File: src/rtl/lfu_pkg.sv
// lfu_pkg: sizes, entry and victim records, and the store command word for the
// LFU cache table. No dependencies; every other file imports it.
package lfu_pkg;

    localparam int CAPACITY    = 16;
    localparam int COUNT_WIDTH = 16;
    localparam int DATA_W      = 32;
    localparam int LIMIT_W     = 5;
    localparam int IDX_W       = (CAPACITY > 1) ? $clog2(CAPACITY) : 1;
    localparam int OCC_W       = $clog2(CAPACITY + 1);

    localparam logic [LIMIT_W-1:0] LIMIT_RESET = LIMIT_W'(16);

    localparam logic CMD_GET = 1'b0;
    localparam logic CMD_PUT = 1'b1;

    typedef logic [IDX_W-1:0]       idx_t;
    typedef logic [COUNT_WIDTH-1:0] count_t;
    typedef logic [DATA_W-1:0]      data_t;
    typedef logic [OCC_W-1:0]       occ_t;

    typedef enum logic [1:0] {
        OP_NONE,
        OP_BUMP,
        OP_EVICT,
        OP_INSERT
    } op_kind_t;

    // One table entry as seen on the scan read port.
    typedef struct packed {
        logic   valid;
        data_t  key;
        data_t  value;
        count_t count;
        idx_t   rank;
    } entry_t;

    // Running best candidate of a victim search.
    typedef struct packed {
        logic   have;
        count_t count;
        idx_t   rank;
    } victim_t;

    // Compare unit result.
    typedef struct packed {
        logic key_hit;
        logic better;
    } cmp_res_t;

    // Update command from the sequencer to the entry store.
    typedef struct packed {
        op_kind_t kind;
        idx_t     idx;
        idx_t     ref_rank;
        idx_t     new_rank;
        logic     wr_value;
        data_t    key;
        data_t    value;
    } store_op_t;

endpackage

File: src/rtl/lfu_ifs.sv
// lfu_ifs: valid/ready channel interfaces for requests, responses and the
// capacity register write. Depends on lfu_pkg.
interface lfu_req_if
    import lfu_pkg::*;
();
    logic                     valid;
    logic                     ready;
    logic                     cmd;
    logic signed [DATA_W-1:0] key;
    logic signed [DATA_W-1:0] value;

    modport source (output valid, output cmd, output key, output value, input ready);
    modport sink   (input valid, input cmd, input key, input value, output ready);
endinterface

interface lfu_rsp_if
    import lfu_pkg::*;
();
    logic                     valid;
    logic                     ready;
    logic                     hit;
    logic signed [DATA_W-1:0] read_value;
    logic                     evicted;

    modport source (output valid, output hit, output read_value, output evicted,
                    input ready);
    modport sink   (input valid, input hit, input read_value, input evicted,
                    output ready);
endinterface

interface lfu_cfg_if
    import lfu_pkg::*;
();
    logic               valid;
    logic               ready;
    logic [LIMIT_W-1:0] capacity_limit;

    modport source (output valid, output capacity_limit, input ready);
    modport sink   (input valid, input capacity_limit, output ready);
endinterface

File: src/rtl/lfu_cmp_unit.sv
// lfu_cmp_unit: shared compare unit, key match and LFU/LRU ordering of one
// entry against the running victim. Depends on lfu_pkg.
module lfu_cmp_unit
    import lfu_pkg::*;
(
    input  entry_t   ent,
    input  data_t    probe_key,
    input  victim_t  best,
    output cmp_res_t res
);

    logic lower_count;
    logic tie_older;

    assign lower_count = ent.count < best.count;
    assign tie_older   = (ent.count == best.count) && (ent.rank < best.rank);

    assign res.key_hit = ent.valid && (ent.key == probe_key);
    assign res.better  = ent.valid && (!best.have || lower_count || tie_older);

endmodule

File: src/rtl/lfu_entry_store.sv
// lfu_entry_store: table of keys, values, use counts, recency ranks and valid
// bits; one scan read port and one update command a cycle. Depends on lfu_pkg.
module lfu_entry_store
    import lfu_pkg::*;
(
    input  logic      clk,
    input  logic      rst_n,
    input  idx_t      rd_idx,
    output entry_t    rd_entry,
    input  store_op_t op
);

    logic   [CAPACITY-1:0] valid_reg;
    data_t                 key_reg   [CAPACITY];
    data_t                 value_reg [CAPACITY];
    count_t                count_reg [CAPACITY];
    idx_t                  rank_reg  [CAPACITY];

    assign rd_entry.valid = valid_reg[rd_idx];
    assign rd_entry.key   = key_reg[rd_idx];
    assign rd_entry.value = value_reg[rd_idx];
    assign rd_entry.count = count_reg[rd_idx];
    assign rd_entry.rank  = rank_reg[rd_idx];

    always_ff @(posedge clk or negedge rst_n)
    begin
        if (!rst_n)
        begin
            valid_reg <= '0;
        end
        else
        begin
            unique case (op.kind)
                OP_EVICT:  valid_reg[op.idx] <= 1'b0;
                OP_INSERT: valid_reg[op.idx] <= 1'b1;
                default:   ;
            endcase
        end
    end

    // Close the rank gap left by a bumped or evicted entry, then write it.
    always_ff @(posedge clk)
    begin
        if (op.kind == OP_BUMP || op.kind == OP_EVICT)
        begin
            for (int i = 0; i < CAPACITY; i++)
            begin
                if (valid_reg[i] && rank_reg[i] > op.ref_rank)
                    rank_reg[i] <= rank_reg[i] - idx_t'(1);
            end
        end
        unique case (op.kind)
            OP_BUMP:
            begin
                rank_reg[op.idx] <= op.new_rank;
                if (count_reg[op.idx] != '1)
                    count_reg[op.idx] <= count_reg[op.idx] + count_t'(1);
                if (op.wr_value)
                    value_reg[op.idx] <= op.value;
            end
            OP_INSERT:
            begin
                key_reg[op.idx]   <= op.key;
                value_reg[op.idx] <= op.value;
                count_reg[op.idx] <= count_t'(1);
                rank_reg[op.idx]  <= op.new_rank;
            end
            default: ;
        endcase
    end

endmodule

File: src/rtl/lfu_cache_table_unit.sv
// lfu_cache_table_unit: top level of the LFU cache table, scan sequencer around
// the entry store and the shared compare unit. Depends on lfu_pkg, lfu_ifs.
//
//  channel | dir | word                              | taken when
//  --------+-----+-----------------------------------+------------------------
//  req     | in  | cmd, key, value                   | valid & ready (idle)
//  rsp     | out | hit, read_value, evicted          | valid & ready
//  cfg     | in  | capacity_limit                    | valid (ready held high)
//
// A get, a put hit or a dropped put passes through accept, a scan of every entry
// and an update before the response word is shown; a put of a new key adds an
// insert step. Each eviction a put miss needs adds a victim scan of every entry
// and a rank fixup. The scans read one entry a cycle through the compare unit.
// Reset clears the valid bits at once; no clearing pass.
// req is not ready from accept until the response word has been taken.
module lfu_cache_table_unit
    import lfu_pkg::*;
(
    input  logic           clk,
    input  logic           rst_n,
    lfu_req_if.sink        req,
    lfu_rsp_if.source      rsp,
    lfu_cfg_if.sink        cfg
);

    typedef enum logic [6:0] {
        S_IDLE   = 7'b0000001,
        S_SCAN   = 7'b0000010,
        S_DECIDE = 7'b0000100,
        S_VSCAN  = 7'b0001000,
        S_EVICT  = 7'b0010000,
        S_INSERT = 7'b0100000,
        S_RESP   = 7'b1000000
    } state_t;

    state_t             state_reg,     state_next;
    idx_t               idx_reg,       idx_next;
    logic               cmd_reg,       cmd_next;
    data_t              key_reg,       key_next;
    data_t              value_reg,     value_next;
    logic [LIMIT_W-1:0] cap_limit_reg, cap_limit_next;
    occ_t               limit_reg,     limit_next;
    occ_t               occ_reg,       occ_next;
    logic               found_reg,     found_next;
    idx_t               fidx_reg,      fidx_next;
    data_t              fval_reg,      fval_next;
    idx_t               frank_reg,     frank_next;
    logic               free_have_reg, free_have_next;
    idx_t               free_idx_reg,  free_idx_next;
    victim_t            victim_reg,    victim_next;
    idx_t               vidx_reg,      vidx_next;
    logic               hit_reg,       hit_next;
    data_t              rval_reg,      rval_next;
    logic               evicted_reg,   evicted_next;

    entry_t    entry;
    cmp_res_t  cmp;
    store_op_t op;
    logic      last_idx;
    occ_t      occ_dec;
    occ_t      limit_eff;

    lfu_entry_store u_store (
        .clk      (clk),
        .rst_n    (rst_n),
        .rd_idx   (idx_reg),
        .rd_entry (entry),
        .op       (op)
    );

    lfu_cmp_unit u_cmp (
        .ent       (entry),
        .probe_key (key_reg),
        .best      (victim_reg),
        .res       (cmp)
    );

    assign last_idx = (idx_reg == idx_t'(CAPACITY - 1));
    assign occ_dec  = occ_reg - occ_t'(1);

    // Clamp the register to the table size when the word is taken.
    assign limit_eff = (32'(cap_limit_reg) > 32'(CAPACITY)) ? occ_t'(CAPACITY)
                                                            : occ_t'(cap_limit_reg);

    assign req.ready      = (state_reg == S_IDLE);
    assign cfg.ready      = 1'b1;
    assign rsp.valid      = (state_reg == S_RESP);
    assign rsp.hit        = hit_reg;
    assign rsp.read_value = rval_reg;
    assign rsp.evicted    = evicted_reg;

    always_comb
    begin
        state_next     = state_reg;
        idx_next       = idx_reg;
        cmd_next       = cmd_reg;
        key_next       = key_reg;
        value_next     = value_reg;
        cap_limit_next = cap_limit_reg;
        limit_next     = limit_reg;
        occ_next       = occ_reg;
        found_next     = found_reg;
        fidx_next      = fidx_reg;
        fval_next      = fval_reg;
        frank_next     = frank_reg;
        free_have_next = free_have_reg;
        free_idx_next  = free_idx_reg;
        victim_next    = victim_reg;
        vidx_next      = vidx_reg;
        hit_next       = hit_reg;
        rval_next      = rval_reg;
        evicted_next   = evicted_reg;

        op          = '0;
        op.kind     = OP_NONE;
        op.key      = key_reg;
        op.value    = value_reg;

        if (cfg.valid)
            cap_limit_next = cfg.capacity_limit;

        unique case (state_reg)
            S_IDLE:
            begin
                if (req.valid)
                begin
                    cmd_next       = req.cmd;
                    key_next       = req.key;
                    value_next     = req.value;
                    limit_next     = limit_eff;
                    idx_next       = '0;
                    occ_next       = '0;
                    found_next     = 1'b0;
                    free_have_next = 1'b0;
                    hit_next       = 1'b0;
                    rval_next      = '0;
                    evicted_next   = 1'b0;
                    state_next     = S_SCAN;
                end
            end
            // Count occupancy, find the key and the lowest free slot.
            S_SCAN:
            begin
                if (entry.valid)
                    occ_next = occ_reg + occ_t'(1);
                else if (!free_have_reg)
                begin
                    free_have_next = 1'b1;
                    free_idx_next  = idx_reg;
                end
                if (cmp.key_hit && !found_reg)
                begin
                    found_next = 1'b1;
                    fidx_next  = idx_reg;
                    fval_next  = entry.value;
                    frank_next = entry.rank;
                end
                idx_next = idx_reg + idx_t'(1);
                if (last_idx)
                    state_next = S_DECIDE;
            end
            S_DECIDE:
            begin
                state_next = S_RESP;
                if (cmd_reg == CMD_GET)
                begin
                    if (found_reg)
                    begin
                        op.kind     = OP_BUMP;
                        op.idx      = fidx_reg;
                        op.ref_rank = frank_reg;
                        op.new_rank = idx_t'(occ_dec);
                        hit_next    = 1'b1;
                        rval_next   = fval_reg;
                    end
                end
                else if (limit_reg == '0)
                begin
                    // Stores disabled: drop the put.
                end
                else if (found_reg)
                begin
                    op.kind     = OP_BUMP;
                    op.idx      = fidx_reg;
                    op.ref_rank = frank_reg;
                    op.new_rank = idx_t'(occ_dec);
                    op.wr_value = 1'b1;
                    hit_next    = 1'b1;
                end
                else if (occ_reg >= limit_reg)
                begin
                    idx_next    = '0;
                    victim_next = '0;
                    state_next  = S_VSCAN;
                end
                else
                    state_next = S_INSERT;
            end
            // Search the lowest count, oldest on ties.
            S_VSCAN:
            begin
                if (cmp.better)
                begin
                    victim_next.have  = 1'b1;
                    victim_next.count = entry.count;
                    victim_next.rank  = entry.rank;
                    vidx_next         = idx_reg;
                end
                idx_next = idx_reg + idx_t'(1);
                if (last_idx)
                    state_next = S_EVICT;
            end
            S_EVICT:
            begin
                state_next = S_INSERT;
                if (victim_reg.have)
                begin
                    op.kind      = OP_EVICT;
                    op.idx       = vidx_reg;
                    op.ref_rank  = victim_reg.rank;
                    occ_next     = occ_dec;
                    evicted_next = 1'b1;
                    if (!free_have_reg || vidx_reg < free_idx_reg)
                    begin
                        free_have_next = 1'b1;
                        free_idx_next  = vidx_reg;
                    end
                    // Keep evicting while the table is still at or above its limit.
                    if (occ_dec >= limit_reg)
                    begin
                        idx_next    = '0;
                        victim_next = '0;
                        state_next  = S_VSCAN;
                    end
                end
            end
            S_INSERT:
            begin
                if (free_have_reg)
                begin
                    op.kind     = OP_INSERT;
                    op.idx      = free_idx_reg;
                    op.new_rank = idx_t'(occ_reg);
                end
                state_next = S_RESP;
            end
            S_RESP:
            begin
                if (rsp.ready)
                    state_next = S_IDLE;
            end
            default:
                state_next = S_IDLE;
        endcase
    end

    always_ff @(posedge clk or negedge rst_n)
    begin
        if (!rst_n)
        begin
            state_reg     <= S_IDLE;
            idx_reg       <= '0;
            cmd_reg       <= 1'b0;
            key_reg       <= '0;
            value_reg     <= '0;
            cap_limit_reg <= LIMIT_RESET;
            limit_reg     <= '0;
            occ_reg       <= '0;
            found_reg     <= 1'b0;
            fidx_reg      <= '0;
            fval_reg      <= '0;
            frank_reg     <= '0;
            free_have_reg <= 1'b0;
            free_idx_reg  <= '0;
            victim_reg    <= '0;
            vidx_reg      <= '0;
            hit_reg       <= 1'b0;
            rval_reg      <= '0;
            evicted_reg   <= 1'b0;
        end
        else
        begin
            state_reg     <= state_next;
            idx_reg       <= idx_next;
            cmd_reg       <= cmd_next;
            key_reg       <= key_next;
            value_reg     <= value_next;
            cap_limit_reg <= cap_limit_next;
            limit_reg     <= limit_next;
            occ_reg       <= occ_next;
            found_reg     <= found_next;
            fidx_reg      <= fidx_next;
            fval_reg      <= fval_next;
            frank_reg     <= frank_next;
            free_have_reg <= free_have_next;
            free_idx_reg  <= free_idx_next;
            victim_reg    <= victim_next;
            vidx_reg      <= vidx_next;
            hit_reg       <= hit_next;
            rval_reg      <= rval_next;
            evicted_reg   <= evicted_next;
        end
    end

endmodule

File: src/flat_wrapper.sv
// flat-port wrapper written by rule: the top's interface ports become plain ports
module lfu_cache_table_unit_flat import lfu_pkg::*;
  (clk, rst_n, req_valid, req_cmd, req_key, req_value, req_ready, rsp_valid, rsp_hit, rsp_read_value, rsp_evicted, rsp_ready, cfg_valid, cfg_capacity_limit, cfg_ready);
  lfu_req_if req_i ();
  lfu_rsp_if rsp_i ();
  lfu_cfg_if cfg_i ();
  input  logic clk;
  input  logic rst_n;
  input wire logic [$bits(req_i.valid)-1:0] req_valid;
  input wire logic [$bits(req_i.cmd)-1:0] req_cmd;
  input wire logic [$bits(req_i.key)-1:0] req_key;
  input wire logic [$bits(req_i.value)-1:0] req_value;
  output wire logic [$bits(req_i.ready)-1:0] req_ready;
  output wire logic [$bits(rsp_i.valid)-1:0] rsp_valid;
  output wire logic [$bits(rsp_i.hit)-1:0] rsp_hit;
  output wire logic [$bits(rsp_i.read_value)-1:0] rsp_read_value;
  output wire logic [$bits(rsp_i.evicted)-1:0] rsp_evicted;
  input wire logic [$bits(rsp_i.ready)-1:0] rsp_ready;
  input wire logic [$bits(cfg_i.valid)-1:0] cfg_valid;
  input wire logic [$bits(cfg_i.capacity_limit)-1:0] cfg_capacity_limit;
  output wire logic [$bits(cfg_i.ready)-1:0] cfg_ready;
  assign req_i.valid = req_valid;
  assign req_i.cmd = req_cmd;
  assign req_i.key = req_key;
  assign req_i.value = req_value;
  assign req_ready = req_i.ready;
  assign rsp_valid = rsp_i.valid;
  assign rsp_hit = rsp_i.hit;
  assign rsp_read_value = rsp_i.read_value;
  assign rsp_evicted = rsp_i.evicted;
  assign rsp_i.ready = rsp_ready;
  assign cfg_i.valid = cfg_valid;
  assign cfg_i.capacity_limit = cfg_capacity_limit;
  assign cfg_ready = cfg_i.ready;
  lfu_cache_table_unit u_core (.clk(clk), .rst_n(rst_n), .req(req_i), .rsp(rsp_i), .cfg(cfg_i));
endmodule
File: config.mk
export PLATFORM = sky130hd
export DESIGN_NAME = lfu_cache_table_unit_flat
export DESIGN_NICKNAME = d
export VERILOG_FILES = /design/src/rtl/lfu_pkg.sv /design/src/rtl/lfu_ifs.sv /design/src/rtl/lfu_cmp_unit.sv /design/src/rtl/lfu_entry_store.sv /design/src/rtl/lfu_cache_table_unit.sv /design/src/flat_wrapper.sv
export SDC_FILE = /design/constraint.sdc
export NUM_CORES = 2
export LEC_CHECK = 0
export ABC_AREA = 1
export CAP_MARGIN = 20
export CORE_MARGIN = 2
export CORE_UTILIZATION = 40
export DETAILED_ROUTE_END_ITERATION = 10
export DONT_BUFFER_PORTS = 1
export RECOVER_POWER = 100
export SLEW_MARGIN = 20
export SYNTH_ARGS = -nofsm -noshare
export SYNTH_HDL_FRONTEND = slang
export SYNTH_SLANG_ARGS = --single-unit
File: constraint.sdc
create_clock -name clk -period 4.9 [get_ports clk]
set_clock_uncertainty 0.05 [all_clocks]
set_input_delay 0 -clock clk [delete_from_list [all_inputs] [get_ports clk]]
set_output_delay 0 -clock clk [all_outputs]
set_load 0.01 [all_outputs]
[Word-level counts from Yosys, hierarchy flattened]
Memories as Yosys holds them, arrays and structs flattened. A register that Yosys moved wholly into a read port is not among the register bits.
Cells that the tools add are included.
Cells by class
  order comparisons: 25
  bitwise gates (word level): 6
  mux-type cells: 132
  equality and inequality tests: 33
  reduce and logical (&&, ||, !) cells: 53
  add/subtract/negate cells: 20
Operator list (count)
  $mux W21: 7
  $mux W32: 4
  $mux W1: 71
  $gt A4 B4 Y1: 16
  $pmux W32 S2: 1
  $sub A4 B1 Y4 const B: 16
  $pmux W21 S3: 1
  $mux W7: 8
  $mux W4: 13
  $pmux W7 S7: 1
  $eq A32 B32 Y1: 1
  $pmux W16 S2: 1
  $mux W14: 2
  $pmux W4 S2: 3
  $ne A2 B1 Y1 const B: 11
  $logic_and A1 B1 Y1: 21
  $mux W5: 4
  $mux W6: 3
  $pmux W6 S3: 1
  $add A16 B1 Y16 const B: 1
  $and A16 B16 Y16: 1
  $eq A16 B16 Y1: 1
  $lt A16 B16 Y1: 1
  $mux W16: 1
  other kinds (46): 79
Storage, ports and cells
  input port bits: 75
  word-level logic and storage cells: 294
  memories: 4
  output and inout bits: 37
  bits in registers: 180
  RAM bits: 1344
Memory list
  u_core.u_store.key_reg: words 16, width 32, rd ports 1, clocked after Yosys merged registers in 0, write ports 1, line lfu_entry_store.sv:14  | data_t key_reg [CAPACITY];
  u_core.u_store.value_reg: words 16, width 32, rd ports 1, clocked after Yosys merged registers in 1, write ports 1, line lfu_entry_store.sv:15  | data_t value_reg [CAPACITY];
  u_core.u_store.count_reg: words 16, width 16, rd ports 2, clocked after Yosys merged registers in 0, write ports 1, line lfu_entry_store.sv:16  | count_t count_reg [CAPACITY];
  u_core.u_store.rank_reg: words 16, width 4, rd ports 17, clocked after Yosys merged registers in 0, write ports 17, line lfu_entry_store.sv:17  | idx_t rank_reg [CAPACITY];

[Depth between registers and ports, before layout]
  depth in word-level cells: 12
  mapped depth: 28
  mapped depth without buffers: 22

[By module]
Synthesis repeated with hierarchy kept, for this count alone.
Second synthesis, totals
  cells, all modules: 6329
  area, all modules: 68889.8 um^2
Modules (own cells, without submodules)
  lfu_entry_store: times used 1, seq. area each 40759.1 um^2, area an instance 59056.6 um^2, cells an instance 5094
  lfu_cache_table_unit: times used 1, seq. area each 4907.2 um^2, area an instance 8862.2 um^2, cells an instance 1059
  lfu_cmp_unit: times used 1, seq. area each 0.0 um^2, area an instance 970.9 um^2, cells an instance 176

[Worst setup path after synthesis]
OpenSTA, ideal clock, no wires.
  path type: register to register
  from: register u_core.state_reg[1]
  to: memory u_core.u_store.key_reg[6][0] in the netlist's numbering (enable)
  period minus slack after synthesis: 3.988 ns
  arrival time: 3.517 ns
  cell stages (with the launch flop): 14
  slack: 0.912 ns
  path through: dfrtp_1 -> nor2_2 -> nand3_2 -> nor2_4 -> nand3_4 -> inv_4 -> nor2_1 -> inv_1 -> ha_1 -> clkbuf_1 -> inv_1 -> clkbuf_1 -> clkbuf_1 -> nor2_1
On the way
  longest elaborated chain between the ends: 5
Ends and longest elaborated chain
  start, declared: line lfu_cache_table_unit.sv:36  | state_t state_reg, state_next;
  start signal, assigned: line lfu_cache_table_unit.sv:283  | state_reg <= state_next;
  $eq A7 B6 Y1, or another cell as far along: line lfu_cache_table_unit.sv:122  | unique case (state_reg)
  $pmux W6 S3 (*): line lfu_cache_table_unit.sv:122
  $eq A2 B2 Y1: line lfu_entry_store.sv:52  | unique case (op.kind)
  $mux W1: line lfu_entry_store.sv:52
  $mux W1 (implied by the code): line lfu_entry_store.sv:63  | key_reg[op.idx] <= op.key;
  end, declared: line lfu_entry_store.sv:14
Mark *: on every way between the ends. The rest lies on a longest branch, timed or not.

[Final worst setup path]
  from: register u_core.state_reg[4]
  to: memory u_core.u_store.key_reg[9][1] in the netlist's numbering (enable)
Same word-level chain as after synthesis.

==> results by group <==
Status
  – Status: finished with violations
  – Failing checks: max-capacitance violations, max-slew violations

Route
  – Antenna-violating nets left: 0
  – Wire per inst: 22.9 um
  – WL final: 207000 um
  – Via density: 5.57
  – DR iter-0 viols: 5657
  – Via count: roughly 50000
  – Pre-antenna DRT Iters: 6
  – DRC violations left: 0

STA
  – Final-report hold violation count: 0
  – Final period utilization: 94.6%
  – Pins over their slew limit: approximately 170
  – RSZ-0062 raised after global routing: no
  – Fin crit period: ~4.6 ns
  – Max Freq: 216 MHz
  – Slew of the pin with the lowest slew margin: approximately 2.7 ns
  – Post-Route Setup TNS: 0 ns
  – Setup violators final: 0
  – Slew margin rel.: -81.5%
  – Final hold slack: between 0.07 and 0.08 ns

Clock tree
  – Worst-skew pair later-pin latency: approximately 0.83 ns
  – TritonCTS clock tree: yes
  – Clock Path Buffers: 3
  – Total CTS buffers: 165
  – Root Driver: clkbuf_16
  – Clock-pin slew on the worst setup and hold paths: 0.06 ns
  – Setup bufs post-CTS: 0
  – Resized cells post-CTS: 0
  – H-tree depth: 4
  – Clk sink count: approximately 1600

Die
  – Row count: 152
  – Die height: between 400 and 500 um
  – Core area: 172000 um^2
  – Die X: roughly 420 um
  – Starting Density: between 40% and 50%
  – DIE AREA: around 180000 um^2
  – Top Ports: 112

Critical path
  – Crit end category: register
  – Critical path class: register to register
  – Critical path arrival: 4.99 ns
  – Worst Path Max Fanout: 32
  – Reg2reg path depth: 13
  – Startpoint Class: register
  – Worst EP required: 5.26 ns
  – Flop2flop setup slack: 0.27 ns

Global routing
  – Number of global-route vias before repair: 48200
  – Initial antenna violation count: 5
  – Grt ovf: 0
  – Largest net degree at the start of global routing: 210
  – Global-route wire length before repair: 308000 um
  – Tot GR Track Use: 23.2%

Pwr
  – Tot Pwr: between 30 and 40 mW
  – Leakage: 29.0 nW
  – Peak supply drop: about 0.56 mV
  – Pwr dens: 494 nW/um^2

Final layout
  – Layout cells sized above 1: 7.09%
  – Post-layout net count: just under 7000
  – Post-layout instance area: 79600 um^2
  – Layout area overhead: 14.6%

Hold path
  – Hold Crit Class: input pin to register
  – WHS Path Cells: 3

Synthesis
  – Sequential-to-total area share from yosys stat: 65.7%
  – Syn_nets: 6704
  – Top FF cell, synth: edfxtp_1
  – Synth top area cells: edfxtp_1 58%, dfrtp_1 7.6%, nand2_1 6.6%
  – Post-synth EDFFs: ~1300
  – Distinct cells, synth: just under 60
  – Mean area per synthesized cell: 10.7 um^2
  – Largest area contributor in the netlist: edfxtp_1
  – Ys Warns: 0
  – Mapped Cells: 6510
  – Async set-reset flop share out of synthesis: 13.6%
  – Top-area cell type share of the netlist area: 58.1%
  – Flops & latches, synth: roughly 1600
  – Post-Synthesis Cell Area: 69500 um^2

Placement
  – Number of buffers added on ports: 0
  – DP Area: 72900 um^2
  – Final RePlAce weighted congestion: just over 0.9
  – Hpwl dp: 115000 um

Run
  – Max Cap Viol: 3
-- power breakdown --
group	switching (mW)	internal, mW	total [mW]
Combinational	6.48	2.76	9.24
Sequential	1.28	16.0	17.3
Clock	5.44	7.40	12.8
-- final timing paths --
path,endpoint,from
min reg2reg,u_core.victim_reg[13],u_core.victim_reg[13]
max,u_core.u_store.key_reg[9][1],u_core.state_reg[4]
min in group asynchronous,u_core.rsp.read_value[12],rst_n
max in group asynchronous,u_core.value_reg[13],rst_n
max reg2reg,u_core.u_store.key_reg[9][1],u_core.state_reg[4]
min,u_core.cmd_reg,req_cmd
-- synth_stat cells (62+ instances only) --
library cell,count
nand2_1,1220
ha_1,119
edfxtp_1,1344
dfrtp_1,210
nand3_1,246
a21oi_1,227
inv_1,443
buf_2,99
clkbuf_1,231
o211ai_1,62
nor2_1,776
o21ai_0,896
o221ai_1,87
o22ai_1,172
-- metal layers --
| metal | global-route usage, % | routed length (um) | vias to the layer above |
|---|---|---|---|
| met5 | 0 | 13 | - |
| met2 | 37.2 | 97100 | 2038 |
| met3 | 3.35 | 14500 | 408 |
| met4 | 8.96 | 7940 | 2 |
| li1 | - | - | 23000 |
| met1 | 31.8 | 87500 | 25000 |
-- critical path, stage by stage (launching register included) --
cell and delay [ns]:
dfrtp_1 0.41, nor2_1 0.10, nand2_1 0.13, nor2_4 0.31, nand3_1 0.40, inv_4 0.27
nor2_1 0.09, inv_1 0.14, ha_1 0.33, buf_4 0.28, inv_1 0.33, clkbuf_2 0.49
nor2_4 0.20, clkbuf_4 0.65
-- through the flow --
stage	std cells	worst slack [ns]	util, %
2_1_floorplan	6510	0.912	-
4_1_cts	9055	0.522	46.5
3_3_place_gp	8599	0.605	42.4
6_report	9058	0.266	46.3
3_5_place_dp	8599	0.547	42.4
5_1_grt	9058	0.112	46.3
-- area by class of cell --
| cell class | instances | area [um^2] |
|---|---|---|
| Multi-Input combinational cell | 4113 | 20500 |
| Inverter | 453 | 1730 |
| Sequential cell | 1556 | 45700 |
| Fill cell | 15600 | 92500 |
| Antenna cell | 2 | 5.00 |
| Clock inverter | 75 | 1010 |
| Clock buffer | 234 | 4650 |
| Timing Repair Buffer | 315 | 3160 |
| Tap cell | 2310 | 2890 |
-- cell usage in the layout (no fill, tap or decap), types with 62 or more instances in the layout --
cell type,count
o22ai_1,172
clkbuf_16,168
ha_1,119
o211ai_1,62
o21ai_0,897
dfrtp_1,207
dlygate4sd3_1,146
a21oi_1,232
buf_4,74
edfxtp_1,1344
nand3_1,248
nand2_1,1221
inv_1,442
nor2_1,761
o221ai_1,87
-- kinds of logic after synthesis --
logic type      after synthesis  share of synthesized area, %
simple gates               2404                          14.1
flops                      1556                          65.7
compound gates             1540                          12.4
buf+inv                     841                          4.95
fa+ha+maj                   119                          2.14
xor+xnor                     48                         0.605
other cells                   1                       0.00540
mux                           1                        0.0144
-- what timing repair did --
item                                    in CTS  in global routing
endpoints found under the setup margin       0                  0
endpoints found under the hold margin      300                  0
hold buffers                               147                  0
Power figures use the tool's default switching activity.
